--- config.mk ---
export PLATFORM = sky130hd
export DESIGN_NAME = array_list_engine_unit_flat
export DESIGN_NICKNAME = d
export VERILOG_FILES = /design/src/rtl/ale_pkg.sv /design/src/rtl/ale_if.sv /design/src/rtl/array_list_engine_unit.sv /design/src/rtl/ale_store.sv /design/src/rtl/ale_cmp.sv /design/src/rtl/ale_ctrl.sv /design/src/flat_wrapper.sv
export SDC_FILE = /design/constraint.sdc
export NUM_CORES = 1
export LEC_CHECK = 0
export BUFFER_PORTS_ARGS = -buffer_cell sky130_fd_sc_hd__buf_2
export CELL_PAD_IN_SITES_DETAIL_PLACEMENT = 0
export CELL_PAD_IN_SITES_GLOBAL_PLACEMENT = 1
export CORE_MARGIN = 2
export CORE_UTILIZATION = 56
export DETAILED_ROUTE_END_ITERATION = 6
export GPL_ROUTABILITY_DRIVEN = 0
export GPL_TIMING_DRIVEN = 0
export PLACE_DENSITY = 0.86
export SYNTH_ARGS = -nofsm -noshare
export SYNTH_HDL_FRONTEND = slang
export SYNTH_SLANG_ARGS = --single-unit
--- constraint.sdc ---
create_clock -name clk_i -period 14 [get_ports clk_i]
set_input_delay 1.4 -clock clk_i [delete_from_list [all_inputs] [get_ports clk_i]]
set_output_delay 1.4 -clock clk_i [all_outputs]
set_load 0.03 [all_outputs]
--- src/rtl/ale_pkg.sv ---
// ----------------------------------------------------------------------------
// ale_pkg
// Shared constants, codes and types of the array list engine.
// ----------------------------------------------------------------------------
package ale_pkg;

  localparam int CAPACITY = 16;
  localparam int IDX_W    = $clog2(CAPACITY);
  localparam int CNT_W    = $clog2(CAPACITY + 1);
  localparam int DATA_W   = 32;
  localparam int POS_W    = 8;

  // command codes
  typedef enum logic [3:0] {
    OP_PUSHBACK  = 4'd0,
    OP_PUSHFRONT = 4'd1,
    OP_INSERT    = 4'd2,
    OP_REMOVEAT  = 4'd3,
    OP_REMOVEVAL = 4'd4,
    OP_POPFRONT  = 4'd5,
    OP_POPBACK   = 4'd6,
    OP_CLEAR     = 4'd7,
    OP_INDEXOF   = 4'd8,
    OP_LASTINDEX = 4'd9,
    OP_REVERSE   = 4'd10,
    OP_SORTASC   = 4'd11,
    OP_SORTDESC  = 4'd12,
    OP_GET       = 4'd13,
    OP_SET       = 4'd14,
    OP_DUMP      = 4'd15
  } op_e;

  // result status codes
  typedef enum logic [1:0] {
    ST_OK       = 2'd0,
    ST_BADINDEX = 2'd1,
    ST_FULL     = 2'd2,
    ST_NOTFOUND = 2'd3
  } status_e;

  // access from the sequencer to the element store
  typedef struct packed {
    logic              we;
    logic [IDX_W-1:0]  waddr;
    logic [DATA_W-1:0] wdata;
    logic [IDX_W-1:0]  raddr;
  } store_req_t;

  // shared compare unit result
  typedef struct packed {
    logic eq;
    logic gt;
  } cmp_res_t;

endpackage

--- src/rtl/ale_if.sv ---
// ----------------------------------------------------------------------------
// ale_cmd_if / ale_res_if
// Valid/ready channels for commands and results.
// ----------------------------------------------------------------------------
interface ale_cmd_if;
  logic        valid;
  logic        ready;
  logic [3:0]  opcode;
  logic [7:0]  position_in;
  logic signed [31:0] value_in;

  modport source (output valid, opcode, position_in, value_in, input ready);
  modport sink   (input valid, opcode, position_in, value_in, output ready);
endinterface

interface ale_res_if;
  logic        valid;
  logic        ready;
  logic [1:0]  status;
  logic signed [31:0] value_out;
  logic [5:0]  found_position;
  logic [6:0]  count_after;
  logic        is_empty;
  logic        last;

  modport source (output valid, status, value_out, found_position, count_after,
                  is_empty, last, input ready);
  modport sink   (input valid, status, value_out, found_position, count_after,
                  is_empty, last, output ready);
endinterface

--- src/rtl/array_list_engine_unit.sv ---
// Sequence: clear and bad commands go straight to the result, get and set pass through one
// access step; shifts and searches walk the list one entry per cycle, reverse swaps the
// two ends a pair at a time; sort is insertion sort.
// Throughput: one command at a time; ready stays low until the sequencer is idle.
// Dump gives one result per cycle while the sink takes them.
// Reset: asynchronous, active low; clears the count and the result valid.
// ----------------------------------------------------------------------------
// array_list_engine_unit
// Bounded ordered list of signed words, driven by one command at a time.
// ----------------------------------------------------------------------------
module array_list_engine_unit (
  input  logic      clk_i,
  input  logic      rst_ni,
  ale_cmd_if.sink   cmd_i,
  ale_res_if.source res_o
);
  import ale_pkg::*;

  store_req_t        req;
  logic [DATA_W-1:0] rdata;
  logic [DATA_W-1:0] cmp_a;
  logic [DATA_W-1:0] cmp_b;
  cmp_res_t          cmp_res;

  ale_ctrl u_ctrl (
    .clk_i   (clk_i),
    .rst_ni  (rst_ni),
    .cmd_i   (cmd_i),
    .res_o   (res_o),
    .req_o   (req),
    .rdata_i (rdata),
    .cmp_a_o (cmp_a),
    .cmp_b_o (cmp_b),
    .cmp_i   (cmp_res)
  );

  ale_store u_store (
    .clk_i   (clk_i),
    .req_i   (req),
    .rdata_o (rdata)
  );

  ale_cmp u_cmp (
    .a_i   (cmp_a),
    .b_i   (cmp_b),
    .res_o (cmp_res)
  );

endmodule

--- src/rtl/ale_store.sv ---
// ----------------------------------------------------------------------------
// ale_store
// Element register file: one write and one read address per cycle.
// ----------------------------------------------------------------------------
module ale_store (
  input  logic                        clk_i,
  input  ale_pkg::store_req_t         req_i,
  output logic [ale_pkg::DATA_W-1:0]  rdata_o
);
  import ale_pkg::*;

  logic [DATA_W-1:0] mem_q [CAPACITY];

  // write port
  always_ff @(posedge clk_i) begin
    if (req_i.we) begin
      mem_q[req_i.waddr] <= req_i.wdata;
    end
  end

  // read port
  assign rdata_o = mem_q[req_i.raddr];

endmodule

--- src/rtl/ale_cmp.sv ---
// ----------------------------------------------------------------------------
// ale_cmp
// Shared compare unit: equality and signed greater-than.
// ----------------------------------------------------------------------------
module ale_cmp (
  input  logic [ale_pkg::DATA_W-1:0] a_i,
  input  logic [ale_pkg::DATA_W-1:0] b_i,
  output ale_pkg::cmp_res_t          res_o
);
  import ale_pkg::*;

  assign res_o.eq = (a_i == b_i);
  assign res_o.gt = ($signed(a_i) > $signed(b_i));

endmodule

--- src/rtl/ale_ctrl.sv ---
// ----------------------------------------------------------------------------
// ale_ctrl
// Command sequencer: walks the store one entry at a time and drives results.
// ----------------------------------------------------------------------------
module ale_ctrl (
  input  logic                        clk_i,
  input  logic                        rst_ni,
  ale_cmd_if.sink                     cmd_i,
  ale_res_if.source                   res_o,
  output ale_pkg::store_req_t         req_o,
  input  logic [ale_pkg::DATA_W-1:0]  rdata_i,
  output logic [ale_pkg::DATA_W-1:0]  cmp_a_o,
  output logic [ale_pkg::DATA_W-1:0]  cmp_b_o,
  input  ale_pkg::cmp_res_t           cmp_i
);
  import ale_pkg::*;

  typedef enum logic [3:0] {
    S_IDLE, S_INS, S_REM, S_RVAL, S_FIND, S_REV_A, S_REV_B, S_REV_C,
    S_SORT_KEY, S_SORT_CMP, S_RW, S_DUMP, S_DONE
  } state_e;

  state_e            state_q, state_d;
  op_e               op_q, op_d;
  logic [CNT_W-1:0]  cnt_q, cnt_d;
  logic [CNT_W-1:0]  i_q, i_d;
  logic [CNT_W-1:0]  j_q, j_d;
  logic [CNT_W-1:0]  w_q, w_d;
  logic [CNT_W-1:0]  a_q, a_d;
  logic [DATA_W-1:0] val_q, val_d;
  logic [DATA_W-1:0] key_q, key_d;
  status_e           st_q, st_d;
  logic [DATA_W-1:0] rv_q, rv_d;
  logic [CNT_W-1:0]  fp_q, fp_d;

  logic              ov_q, ov_d;
  status_e           o_st_q, o_st_d;
  logic [DATA_W-1:0] o_val_q, o_val_d;
  logic [CNT_W-1:0]  o_fp_q, o_fp_d;
  logic [CNT_W-1:0]  o_cnt_q, o_cnt_d;
  logic              o_last_q, o_last_d;

  logic              out_free;
  logic              desc;
  logic [POS_W-1:0]  cnt_ext;
  logic [POS_W-1:0]  ins_pos;
  logic [IDX_W-1:0]  raddr;
  op_e               cmd_op;

  assign out_free     = !ov_q || res_o.ready;
  assign desc         = (op_q == OP_SORTDESC);
  assign cnt_ext      = POS_W'(cnt_q);
  assign cmd_op       = op_e'(cmd_i.opcode);
  assign cmd_i.ready  = (state_q == S_IDLE);

  // compare operands: sort order picks the direction, else search value
  always_comb begin
    if (state_q == S_SORT_CMP) begin
      cmp_a_o = desc ? key_q : rdata_i;
      cmp_b_o = desc ? rdata_i : key_q;
    end else begin
      cmp_a_o = rdata_i;
      cmp_b_o = val_q;
    end
  end

  // read address per step
  always_comb begin
    case (state_q)
      S_INS:      raddr = IDX_W'(i_q - CNT_W'(1));
      S_REM:      raddr = IDX_W'(i_q + CNT_W'(1));
      S_FIND:     raddr = (op_q == OP_LASTINDEX) ? IDX_W'(i_q - CNT_W'(1))
                                                 : IDX_W'(i_q);
      S_REV_B:    raddr = IDX_W'(j_q);
      S_SORT_CMP: raddr = IDX_W'(j_q - CNT_W'(1));
      S_RW:       raddr = IDX_W'(a_q);
      default:    raddr = IDX_W'(i_q);
    endcase
  end

  // sequencer next state
  always_comb begin
    state_d = state_q;  op_d = op_q;   cnt_d = cnt_q;  i_d = i_q;  j_d = j_q;
    w_d = w_q;  a_d = a_q;  val_d = val_q;  key_d = key_q;  st_d = st_q;
    rv_d = rv_q;  fp_d = fp_q;
    ov_d = ov_q && !res_o.ready;
    o_st_d = o_st_q;  o_val_d = o_val_q;  o_fp_d = o_fp_q;  o_cnt_d = o_cnt_q;
    o_last_d = o_last_q;
    req_o.we    = 1'b0;
    req_o.waddr = IDX_W'(i_q);
    req_o.wdata = rdata_i;
    req_o.raddr = raddr;
    ins_pos     = '0;

    case (state_q)
      S_IDLE: begin
        if (cmd_i.valid) begin
          op_d  = cmd_op;
          val_d = cmd_i.value_in;
          st_d  = ST_OK;
          rv_d  = '0;
          fp_d  = '0;
          state_d = S_DONE;
          case (cmd_op)
            OP_PUSHBACK, OP_PUSHFRONT, OP_INSERT: begin
              ins_pos = (cmd_op == OP_PUSHBACK)  ? cnt_ext :
                        (cmd_op == OP_PUSHFRONT) ? '0 : cmd_i.position_in;
              if (ins_pos > cnt_ext) begin
                st_d = ST_BADINDEX;
              end else if (cnt_q >= CNT_W'(CAPACITY)) begin
                st_d = ST_FULL;
              end else begin
                i_d = cnt_q;
                a_d = CNT_W'(ins_pos);
                state_d = S_INS;
              end
            end
            OP_REMOVEAT: begin
              if (cmd_i.position_in >= cnt_ext) begin
                st_d = ST_BADINDEX;
              end else begin
                i_d = CNT_W'(cmd_i.position_in);
                state_d = S_REM;
              end
            end
            OP_POPFRONT, OP_POPBACK: begin
              if (cnt_q == '0) begin
                st_d = ST_BADINDEX;
              end else begin
                i_d = (cmd_op == OP_POPBACK) ? cnt_q - CNT_W'(1) : '0;
                state_d = S_REM;
              end
            end
            OP_REMOVEVAL: begin
              i_d = '0;
              w_d = '0;
              state_d = S_RVAL;
            end
            OP_CLEAR: begin
              cnt_d = '0;
            end
            OP_INDEXOF, OP_LASTINDEX: begin
              i_d = (cmd_op == OP_LASTINDEX) ? cnt_q : '0;
              state_d = S_FIND;
            end
            OP_REVERSE: begin
              if (cnt_q != '0) begin
                i_d = '0;
                j_d = cnt_q - CNT_W'(1);
                state_d = S_REV_A;
              end
            end
            OP_SORTASC, OP_SORTDESC: begin
              i_d = CNT_W'(1);
              state_d = S_SORT_KEY;
            end
            OP_GET, OP_SET: begin
              if (cmd_i.position_in >= cnt_ext) begin
                st_d = ST_BADINDEX;
              end else begin
                a_d = CNT_W'(cmd_i.position_in);
                state_d = S_RW;
              end
            end
            default: begin
              if (cnt_q == '0) begin
                st_d = ST_BADINDEX;
              end else begin
                i_d = '0;
                state_d = S_DUMP;
              end
            end
          endcase
        end
      end

      // open a gap: move entries up from the back
      S_INS: begin
        req_o.we    = 1'b1;
        req_o.waddr = IDX_W'(i_q);
        if (i_q == a_q) begin
          req_o.wdata = val_q;
          cnt_d = cnt_q + CNT_W'(1);
          state_d = S_DONE;
        end else begin
          i_d = i_q - CNT_W'(1);
        end
      end

      // close a gap: move entries down
      S_REM: begin
        if (i_q + CNT_W'(1) >= cnt_q) begin
          cnt_d = cnt_q - CNT_W'(1);
          state_d = S_DONE;
        end else begin
          req_o.we    = 1'b1;
          req_o.waddr = IDX_W'(i_q);
          i_d = i_q + CNT_W'(1);
        end
      end

      // compact out every match
      S_RVAL: begin
        if (i_q == cnt_q) begin
          st_d  = (w_q == cnt_q) ? ST_NOTFOUND : ST_OK;
          cnt_d = w_q;
          state_d = S_DONE;
        end else begin
          if (!cmp_i.eq) begin
            req_o.we    = 1'b1;
            req_o.waddr = IDX_W'(w_q);
            w_d = w_q + CNT_W'(1);
          end
          i_d = i_q + CNT_W'(1);
        end
      end

      // linear search, forward or backward
      S_FIND: begin
        if (op_q == OP_LASTINDEX) begin
          if (i_q == '0) begin
            st_d = ST_NOTFOUND;
            state_d = S_DONE;
          end else if (cmp_i.eq) begin
            fp_d = i_q - CNT_W'(1);
            state_d = S_DONE;
          end else begin
            i_d = i_q - CNT_W'(1);
          end
        end else begin
          if (i_q == cnt_q) begin
            st_d = ST_NOTFOUND;
            state_d = S_DONE;
          end else if (cmp_i.eq) begin
            fp_d = i_q;
            state_d = S_DONE;
          end else begin
            i_d = i_q + CNT_W'(1);
          end
        end
      end

      // swap ends: hold low entry, copy high down, write held entry up
      S_REV_A: begin
        if (i_q >= j_q) begin
          state_d = S_DONE;
        end else begin
          key_d = rdata_i;
          state_d = S_REV_B;
        end
      end
      S_REV_B: begin
        req_o.we    = 1'b1;
        req_o.waddr = IDX_W'(i_q);
        state_d = S_REV_C;
      end
      S_REV_C: begin
        req_o.we    = 1'b1;
        req_o.waddr = IDX_W'(j_q);
        req_o.wdata = key_q;
        i_d = i_q + CNT_W'(1);
        j_d = j_q - CNT_W'(1);
        state_d = S_REV_A;
      end

      // insertion sort: pick key, then shift larger entries up (smaller ones for descending)
      S_SORT_KEY: begin
        if (i_q >= cnt_q) begin
          state_d = S_DONE;
        end else begin
          key_d = rdata_i;
          j_d = i_q;
          state_d = S_SORT_CMP;
        end
      end
      S_SORT_CMP: begin
        req_o.we    = 1'b1;
        req_o.waddr = IDX_W'(j_q);
        if (j_q != '0 && cmp_i.gt) begin
          j_d = j_q - CNT_W'(1);
        end else begin
          req_o.wdata = key_q;
          i_d = i_q + CNT_W'(1);
          state_d = S_SORT_KEY;
        end
      end

      // single read or write
      S_RW: begin
        if (op_q == OP_SET) begin
          req_o.we    = 1'b1;
          req_o.waddr = IDX_W'(a_q);
          req_o.wdata = val_q;
        end else begin
          rv_d = rdata_i;
        end
        state_d = S_DONE;
      end

      // stream every element
      S_DUMP: begin
        if (out_free) begin
          ov_d     = 1'b1;
          o_st_d   = ST_OK;
          o_val_d  = rdata_i;
          o_fp_d   = '0;
          o_cnt_d  = cnt_q;
          o_last_d = (i_q + CNT_W'(1) == cnt_q);
          i_d = i_q + CNT_W'(1);
          if (i_q + CNT_W'(1) == cnt_q) begin
            state_d = S_IDLE;
          end
        end
      end

      // single result transfer
      S_DONE: begin
        if (out_free) begin
          ov_d     = 1'b1;
          o_st_d   = st_q;
          o_val_d  = rv_q;
          o_fp_d   = fp_q;
          o_cnt_d  = cnt_q;
          o_last_d = 1'b1;
          state_d  = S_IDLE;
        end
      end

      default: state_d = S_IDLE;
    endcase
  end

  // state and registered outputs
  always_ff @(posedge clk_i or negedge rst_ni) begin
    if (!rst_ni) begin
      state_q <= S_IDLE;
      cnt_q   <= '0;
      ov_q    <= 1'b0;
    end else begin
      state_q <= state_d;
      cnt_q   <= cnt_d;
      ov_q    <= ov_d;
    end
  end

  always_ff @(posedge clk_i) begin
    op_q     <= op_d;
    i_q      <= i_d;
    j_q      <= j_d;
    w_q      <= w_d;
    a_q      <= a_d;
    val_q    <= val_d;
    key_q    <= key_d;
    st_q     <= st_d;
    rv_q     <= rv_d;
    fp_q     <= fp_d;
    o_st_q   <= o_st_d;
    o_val_q  <= o_val_d;
    o_fp_q   <= o_fp_d;
    o_cnt_q  <= o_cnt_d;
    o_last_q <= o_last_d;
  end

  // result channel
  assign res_o.valid          = ov_q;
  assign res_o.status         = o_st_q;
  assign res_o.value_out      = o_val_q;
  assign res_o.found_position = 6'(o_fp_q);
  assign res_o.count_after    = 7'(o_cnt_q);
  assign res_o.is_empty       = (o_cnt_q == '0);
  assign res_o.last           = o_last_q;

endmodule
--- src/flat_wrapper.sv ---
// flat-port wrapper written by rule: the top's interface ports become plain ports
module array_list_engine_unit_flat import ale_pkg::*;
  (clk_i, rst_ni, cmd_i_valid, cmd_i_opcode, cmd_i_position_in, cmd_i_value_in, cmd_i_ready, res_o_valid, res_o_status, res_o_value_out, res_o_found_position, res_o_count_after, res_o_is_empty, res_o_last, res_o_ready);
  ale_cmd_if cmd_i_i ();
  ale_res_if res_o_i ();
  input  logic clk_i;
  input  logic rst_ni;
  input wire logic [$bits(cmd_i_i.valid)-1:0] cmd_i_valid;
  input wire logic [$bits(cmd_i_i.opcode)-1:0] cmd_i_opcode;
  input wire logic [$bits(cmd_i_i.position_in)-1:0] cmd_i_position_in;
  input wire logic [$bits(cmd_i_i.value_in)-1:0] cmd_i_value_in;
  output wire logic [$bits(cmd_i_i.ready)-1:0] cmd_i_ready;
  output wire logic [$bits(res_o_i.valid)-1:0] res_o_valid;
  output wire logic [$bits(res_o_i.status)-1:0] res_o_status;
  output wire logic [$bits(res_o_i.value_out)-1:0] res_o_value_out;
  output wire logic [$bits(res_o_i.found_position)-1:0] res_o_found_position;
  output wire logic [$bits(res_o_i.count_after)-1:0] res_o_count_after;
  output wire logic [$bits(res_o_i.is_empty)-1:0] res_o_is_empty;
  output wire logic [$bits(res_o_i.last)-1:0] res_o_last;
  input wire logic [$bits(res_o_i.ready)-1:0] res_o_ready;
  assign cmd_i_i.valid = cmd_i_valid;
  assign cmd_i_i.opcode = cmd_i_opcode;
  assign cmd_i_i.position_in = cmd_i_position_in;
  assign cmd_i_i.value_in = cmd_i_value_in;
  assign cmd_i_ready = cmd_i_i.ready;
  assign res_o_valid = res_o_i.valid;
  assign res_o_status = res_o_i.status;
  assign res_o_value_out = res_o_i.value_out;
  assign res_o_found_position = res_o_i.found_position;
  assign res_o_count_after = res_o_i.count_after;
  assign res_o_is_empty = res_o_i.is_empty;
  assign res_o_last = res_o_i.last;
  assign res_o_i.ready = res_o_ready;
  array_list_engine_unit u_core (.clk_i(clk_i), .rst_ni(rst_ni), .cmd_i(cmd_i_i), .res_o(res_o_i));
endmodule
# After elaboration in Yosys (flattened, before gate mapping)
# Memory sizes are Yosys's and may differ from the RTL's.
# Cells that the tools add are included.
dict set report word_totals {
  inputBits 48
  ramBits 512
  reg_bits 182
  word_cells 269
  memories 1
}
# name depth width rd rd_ports_with_merged_regs wr line_no
set mem_list {}
lappend mem_list {u_core.u_store.mem_q 16 32 1 0 1 ale_store.sv:12} ;# logic [DATA_W-1:0] mem_q [CAPACITY];
dict set report classes {
  reduce_logical 46
  muxes 121
  add_sub_neg 6
  n_lt_le_gt_ge 7
  eq_ne 70
}
# op n
set ops {}
lappend ops {{$mux W32} 12}
lappend ops {{$mux W5} 46}
lappend ops {{$pmux W32 S2} 3}
lappend ops {{$pmux W32 S4} 1}
lappend ops {{$pmux W5 S8} 2}
lappend ops {{$mux W4} 19}
lappend ops {{$eq A4 B4 Y1 const B} 15}
lappend ops {{$pmux W4 S13} 1}
lappend ops {{$ne A2 B2 Y1 const B} 21}
lappend ops {{$pmux W5 S2} 4}
lappend ops {{$pmux W5 S4} 2}
lappend ops {{$mux W37} 1}
lappend ops {{$pmux W4 S9} 1}
lappend ops {{$eq A32 B32 Y1} 1}
lappend ops {{$eq A4 B3 Y1 const B} 8}
lappend ops {{$gt A32 B32 Y1} 1}
lappend ops {{$ne A3 B3 Y1 const B} 9}
lappend ops {{$pmux W5 S5} 1}
lappend ops {{$pmux W4 S6} 1}
lappend ops {{$eq A5 B5 Y1} 4}
lappend ops {{$mux W2} 10}
lappend ops {{$reduce_and A6 Y1} 3}
lappend ops {{$reduce_and A17 Y1} 1}
lappend ops {{$eq A4 B2 Y1 const B} 4}
lappend ops {{32 further kinds} 79}

# Logic depth before layout (Yosys ltp)
# An unclocked memory read counts as a cell.
dict set report logic_depth {
  ltp_word 12
  depth_mapped 26
  depth_no_buf 22
}

# Cells and area by module
# A second synthesis with hierarchy kept.
dict set report hier_totals {
  cells_unflattened 2001
  area_unflattened_um2 30977.2
}
# module instances seq_area_each_um2 area_per_inst_um2 cells_per_inst
set by_module_without_submodules {}
lappend by_module_without_submodules {ale_store 1 15374.7 19213.4 806}
lappend by_module_without_submodules {ale_ctrl 1 5415.2 10919.2 1081}
lappend by_module_without_submodules {ale_cmp 1 0.0 844.6 114}

# Worst setup path after synthesis
# Ideal clock, no wire load.
dict set report synth_path {
  kind {reg2reg}
  startpoint {reg u_core.u_ctrl.i_q[0]}
  endpoint {mem u_core.u_store.mem_q[5][0] (enable)}
  required_ps 13532
  arrival_ps 7250
  path_stages_with_launch 24
  setup_slack_ps 6282
  period_less_slack_ps 7718
  setup_ps 468
  cell_sequence {edfxtp_1 > buf_2 > inv_1 > ha_1 > nand2b_1 > a22oi_1 > o21a_1 > o31ai_4 > buf_2 > buf_1 > nand2_1 > nand3_1 > a21oi_1 > or4_4 > inv_2 > a222oi_1 > ha_1 > nand4_1 > nor3_1 > nand3_1 > and3_1 > a221o_1 > nand2b_1 > nor3b_1}
}
dict set report synth_via {
  elab_chain_cells 12
}
# item line_no
set synth_lines {}
lappend synth_lines {{start, declared} ale_ctrl.sv:26} ;# logic [CNT_W-1:0] i_q, i_d;
lappend synth_lines {{start signal, assigned} ale_ctrl.sv:348} ;# i_q <= i_d;
lappend synth_lines {{$sub A5 B1 Y5} n/a}
lappend synth_lines {{$mux W4} ale_ctrl.sv:72} ;# S_FIND: raddr = (op_q == OP_LASTINDEX) ? IDX_W'(i_q - CNT_W'(1))
lappend synth_lines {{$pmux W4 S6 *} ale_ctrl.sv:69} ;# case (state_q)
lappend synth_lines {{$mem_v2 Z16 W32 *} n/a}
lappend synth_lines {{via u_core.rdata[26]} array_list_engine_unit.sv:20} ;# logic [DATA_W-1:0] rdata;
lappend synth_lines {{$mux W32 (on tied branches)} {ale_ctrl.sv:59, ale_ctrl.sv:60}}
lappend synth_lines {{$mux W32} ale_ctrl.sv:58} ;# if (state_q == S_SORT_CMP) begin
lappend synth_lines {{$eq A32 B32 Y1 *} ale_cmp.sv:12} ;# assign res_o.eq = (a_i == b_i);
lappend synth_lines {{$mux W5 *} ale_ctrl.sv:209} ;# if (!cmp_i.eq) begin
lappend synth_lines {{$mux W5 *} ale_ctrl.sv:204} ;# if (i_q == cnt_q) begin
lappend synth_lines {{$pmux W5 S5 *} ale_ctrl.sv:95} ;# case (state_q)
lappend synth_lines {{$mux W1} ale_store.sv:16} ;# if (req_i.we) begin
lappend synth_lines {{$mux W1 (implied by the code)} ale_store.sv:17} ;# mem_q[req_i.waddr] <= req_i.wdata;
lappend synth_lines {{end, declared} ale_store.sv:12}
# Mark *: on every way through the listed nets, which the timed path passes. The rest lies on a longest branch.

==> results.ini <==
[grt]
grt_max_degree = 41
grt_pass1_wl_mm = 133
gr-total-overflow = 0
grt_pass1_vias = 21500
track_usage = 0.313
antenna_found_initial = 1

[setup_path]
path_class = reg -> reg
cp_max_fo = 16
worst_setup_path_start_kind = flop
critical_path_arrival_ns = 9.16
critPathCaptureType = flop
cp.required_ns = 14.17

[synthesis]
yosys_register_bits = 694
netlist_area_um2 = 31400
async_flop_share = 0.0144
synth_most_common_cell = edfxtp_1
synth.area.top_cells = edfxtp_1 (65%), nand2_1 (5.9%), ha_1 (2.6%)
synth_flop_cell = edfxtp_1
synth_enable_flop_cells = 684
synth_warnings = 0
synth_commonest_cells = edfxtp_1 (684), nand2_1 (491), nand3_1 (120), o21ai_1 (93), a21oi_1 (85)
synth_cell_types = 89
netlist.area_leader.share = 0.653
syn_area_per_cell_um2 = 12.8
synth_top_cell_by_area = edfxtp_1
synth_seq_area_share = 0.661
synth_cells = 2457

[finish]
fillers = 4124
nNetsFinal = 2770
register_area_um2 = 20800
layout-drive-gt1-share = 0.160
area_growth_pct = 13.7
diodes = 0
multi_input_area_um2 = 9830

[sta]
fin_skew_ns = 0.0329
fmax_mhz = 111
report.final.slew_viol_count = 0
fin_crit_ns = 8.99
post-route-period-util = 0.642
hold_viol = 0
setup_violations = 0
setup_tns_ns = 0
worst_pin_slew_ns = 1.40
relSlewSlack = 0.0612
rsz0062_at_grt = false

[floorplan]
dieArea_um2 = 58000
coreArea_um2 = 55300
rows = 86
start_util = 0.568
io-pin-count = 99
die_h_um = 241
die_x_um = 241

[run_status]
status = finished with violations
violations = DRC

[placed_design]
port_buffers = 95
hpwl_mm = 64.7

[cts]
clockBufferDepth = 3
clock_sinks = 694
clock-root-buffer = clkbuf_16
clk_latency_ns = 0.64
cts_max_level = 3
holdBufCountCts = 0
clk_pin_slew_ns = 0.06
post-cts-setup-buffers = 0
cts_resized = 0
numCtsBuffers = 70
cts_tree = done

[run]
maxCapViolCount = 0

[drt]
via_per_inst = 6.46
drtIter0Drc = 3371
wl_per_cell_um = 26.1
routed_wl_mm = 90.5
drt_pass1_iterations = 7
vias = 22400
drtAntennaViolNets = 0
drc = 6

[min_path]
worst_hold_path_type = reg -> reg

==> state kept, by name, summed over array words and instances, names as in the netlist <==
name                           cells
u_core.u_ctrl.rv_q                32
u_core.u_ctrl.cnt_q                5
u_core.u_ctrl.w_q                  5
u_core.u_ctrl.state_q              4
u_core.u_ctrl.a_q                  5
u_core.u_store.mem_q             512
u_core.u_ctrl.o_cnt_q              5
u_core.u_ctrl.key_q               32
u_core.u_ctrl.val_q               32
u_core.u_ctrl.fp_q                 5
u_core.u_ctrl.i_q                  5
u_core.u_ctrl.op_q                 4
u_core.u_ctrl.st_q                 2
u_core.u_ctrl.j_q                  5
u_core.u_ctrl.res_o.status         2
u_core.u_ctrl.o_fp_q               5
u_core.u_ctrl.res_o.valid          1
u_core.u_ctrl.res_o.value_out     32
u_core.u_ctrl.res_o.last           1
==> area by class of cell <==
class | instances | share of cell area
Clock inverter | 46 | 0.0114
Clock buffer | 83 | 0.0516
Inverter | 58 | 0.00609
Buffer | 156 | 0.0211
Timing Repair Buffer | 126 | 0.0271
Multi-Input combinational cell | 1551 | 0.275
Tap cell | 748 | 0.0262
Sequential cell | 694 | 0.582
==> worst paths after layout <==
path                                              from                          end  slack (ns)  depth (start not counted)
max in group asynchronous                       rst_ni       u_core.u_ctrl.cnt_q[2]       13.16                          1
min in group asynchronous                       rst_ni       u_core.u_ctrl.cnt_q[1]        0.64                          1
worst min register to register  u_core.u_ctrl.cnt_q[2]     u_core.u_ctrl.o_cnt_q[2]        0.45                          0
worst min-delay path            u_core.u_ctrl.cnt_q[2]     u_core.u_ctrl.o_cnt_q[2]        0.45                          0
worst max register to register   u_core.u_ctrl.op_q[1]  u_core.u_store.mem_q[9][29]        5.01                         22
worst max-delay path             u_core.u_ctrl.op_q[1]  u_core.u_store.mem_q[9][29]        5.01                         22
==> kinds of logic after synthesis <==
logic type | synth area share
simple gates | 0.130
fa+ha+maj | 0.0265
flops | 0.661
buf+inv | 0.0309
mux | 0.0262
compound gates | 0.116
xor+xnor | 0.00836
other cells | 0.000119
==> through the flow <==
step	util	cells	instance area (um2)	hold WS [ns]	setup WS, ns
6_report	0.646	3462	35700	0.449	5.01
3_5_place_dp	0.606	3333	33500	0.440	5.23
2_1_floorplan	-	2459	31400	0.423	6.28
3_3_place_gp	0.594	3302	32900	0.434	2.29
4_1_cts	0.646	3462	35700	0.447	5.21
5_1_grt	0.646	3462	35700	0.465	4.79
==> placed cells by master (no fill, tap or decap), drive strengths merged, types with 7 or more instances in the layout <==
master,Yosys,final
a22oi,42,42
a32o,78,78
clkinv,3,40
nand4,12,12
clkbuf,73,156
o211ai,8,8
a22o,7,7
nor2,75,75
a21o,22,22
a21oi,86,86
a211oi,7,7
nand2b,13,13
buf,83,209
mux2i,81,81
xor2,10,10
nand2,492,492
and2,12,12
o22ai,11,11
nor2b,13,13
inv,55,57
or4,32,32
dfrtp,10,10
a31oi,10,10
and3,7,7
o221ai,10,10
xnor2,20,20
o21a,9,9
edfxtp,684,684
o21ai,134,134
ha,65,65
nand3,120,120
a222oi,34,34
o31ai,13,13
nor3,56,56
==> worst max-delay path, stage by stage (launching register included) <==
cell and delay (ns):
edfxtp_1 0.41, nor4bb_1 0.62, and3_1 0.34, xnor2_1 0.17
o21ai_0 0.18, o21ai_0 0.48, buf_2 0.43, clkbuf_1 0.45
nand2_1 0.12, a32o_1 0.28, or4_4 0.55, inv_2 0.10
a222oi_1 0.08, ha_1 0.38, nand4_1 0.20, nor3_1 0.49
o311a_1 0.32, nor4_1 0.08, xnor2_1 0.44, nor3_1 0.24
a211oi_1 0.98, clkbuf_1 0.57, o21ai_1 0.58
==> per-layer routing <==
metal | global-route usage | vias to the layer above | share of wire
met1 | 0.435 | 11000 | 0.39
met2 | 0.494 | 1346 | 0.46
met4 | 0.117 | 0 | 0.038
met3 | 0.0619 | 228 | 0.11
li1 | - | 9770 | -
met5 | 0 | - | 0
Power is left out: the tool's default activity adds up to more than one toggle a clock period on the data nets, which glitch-free logic cannot reach.
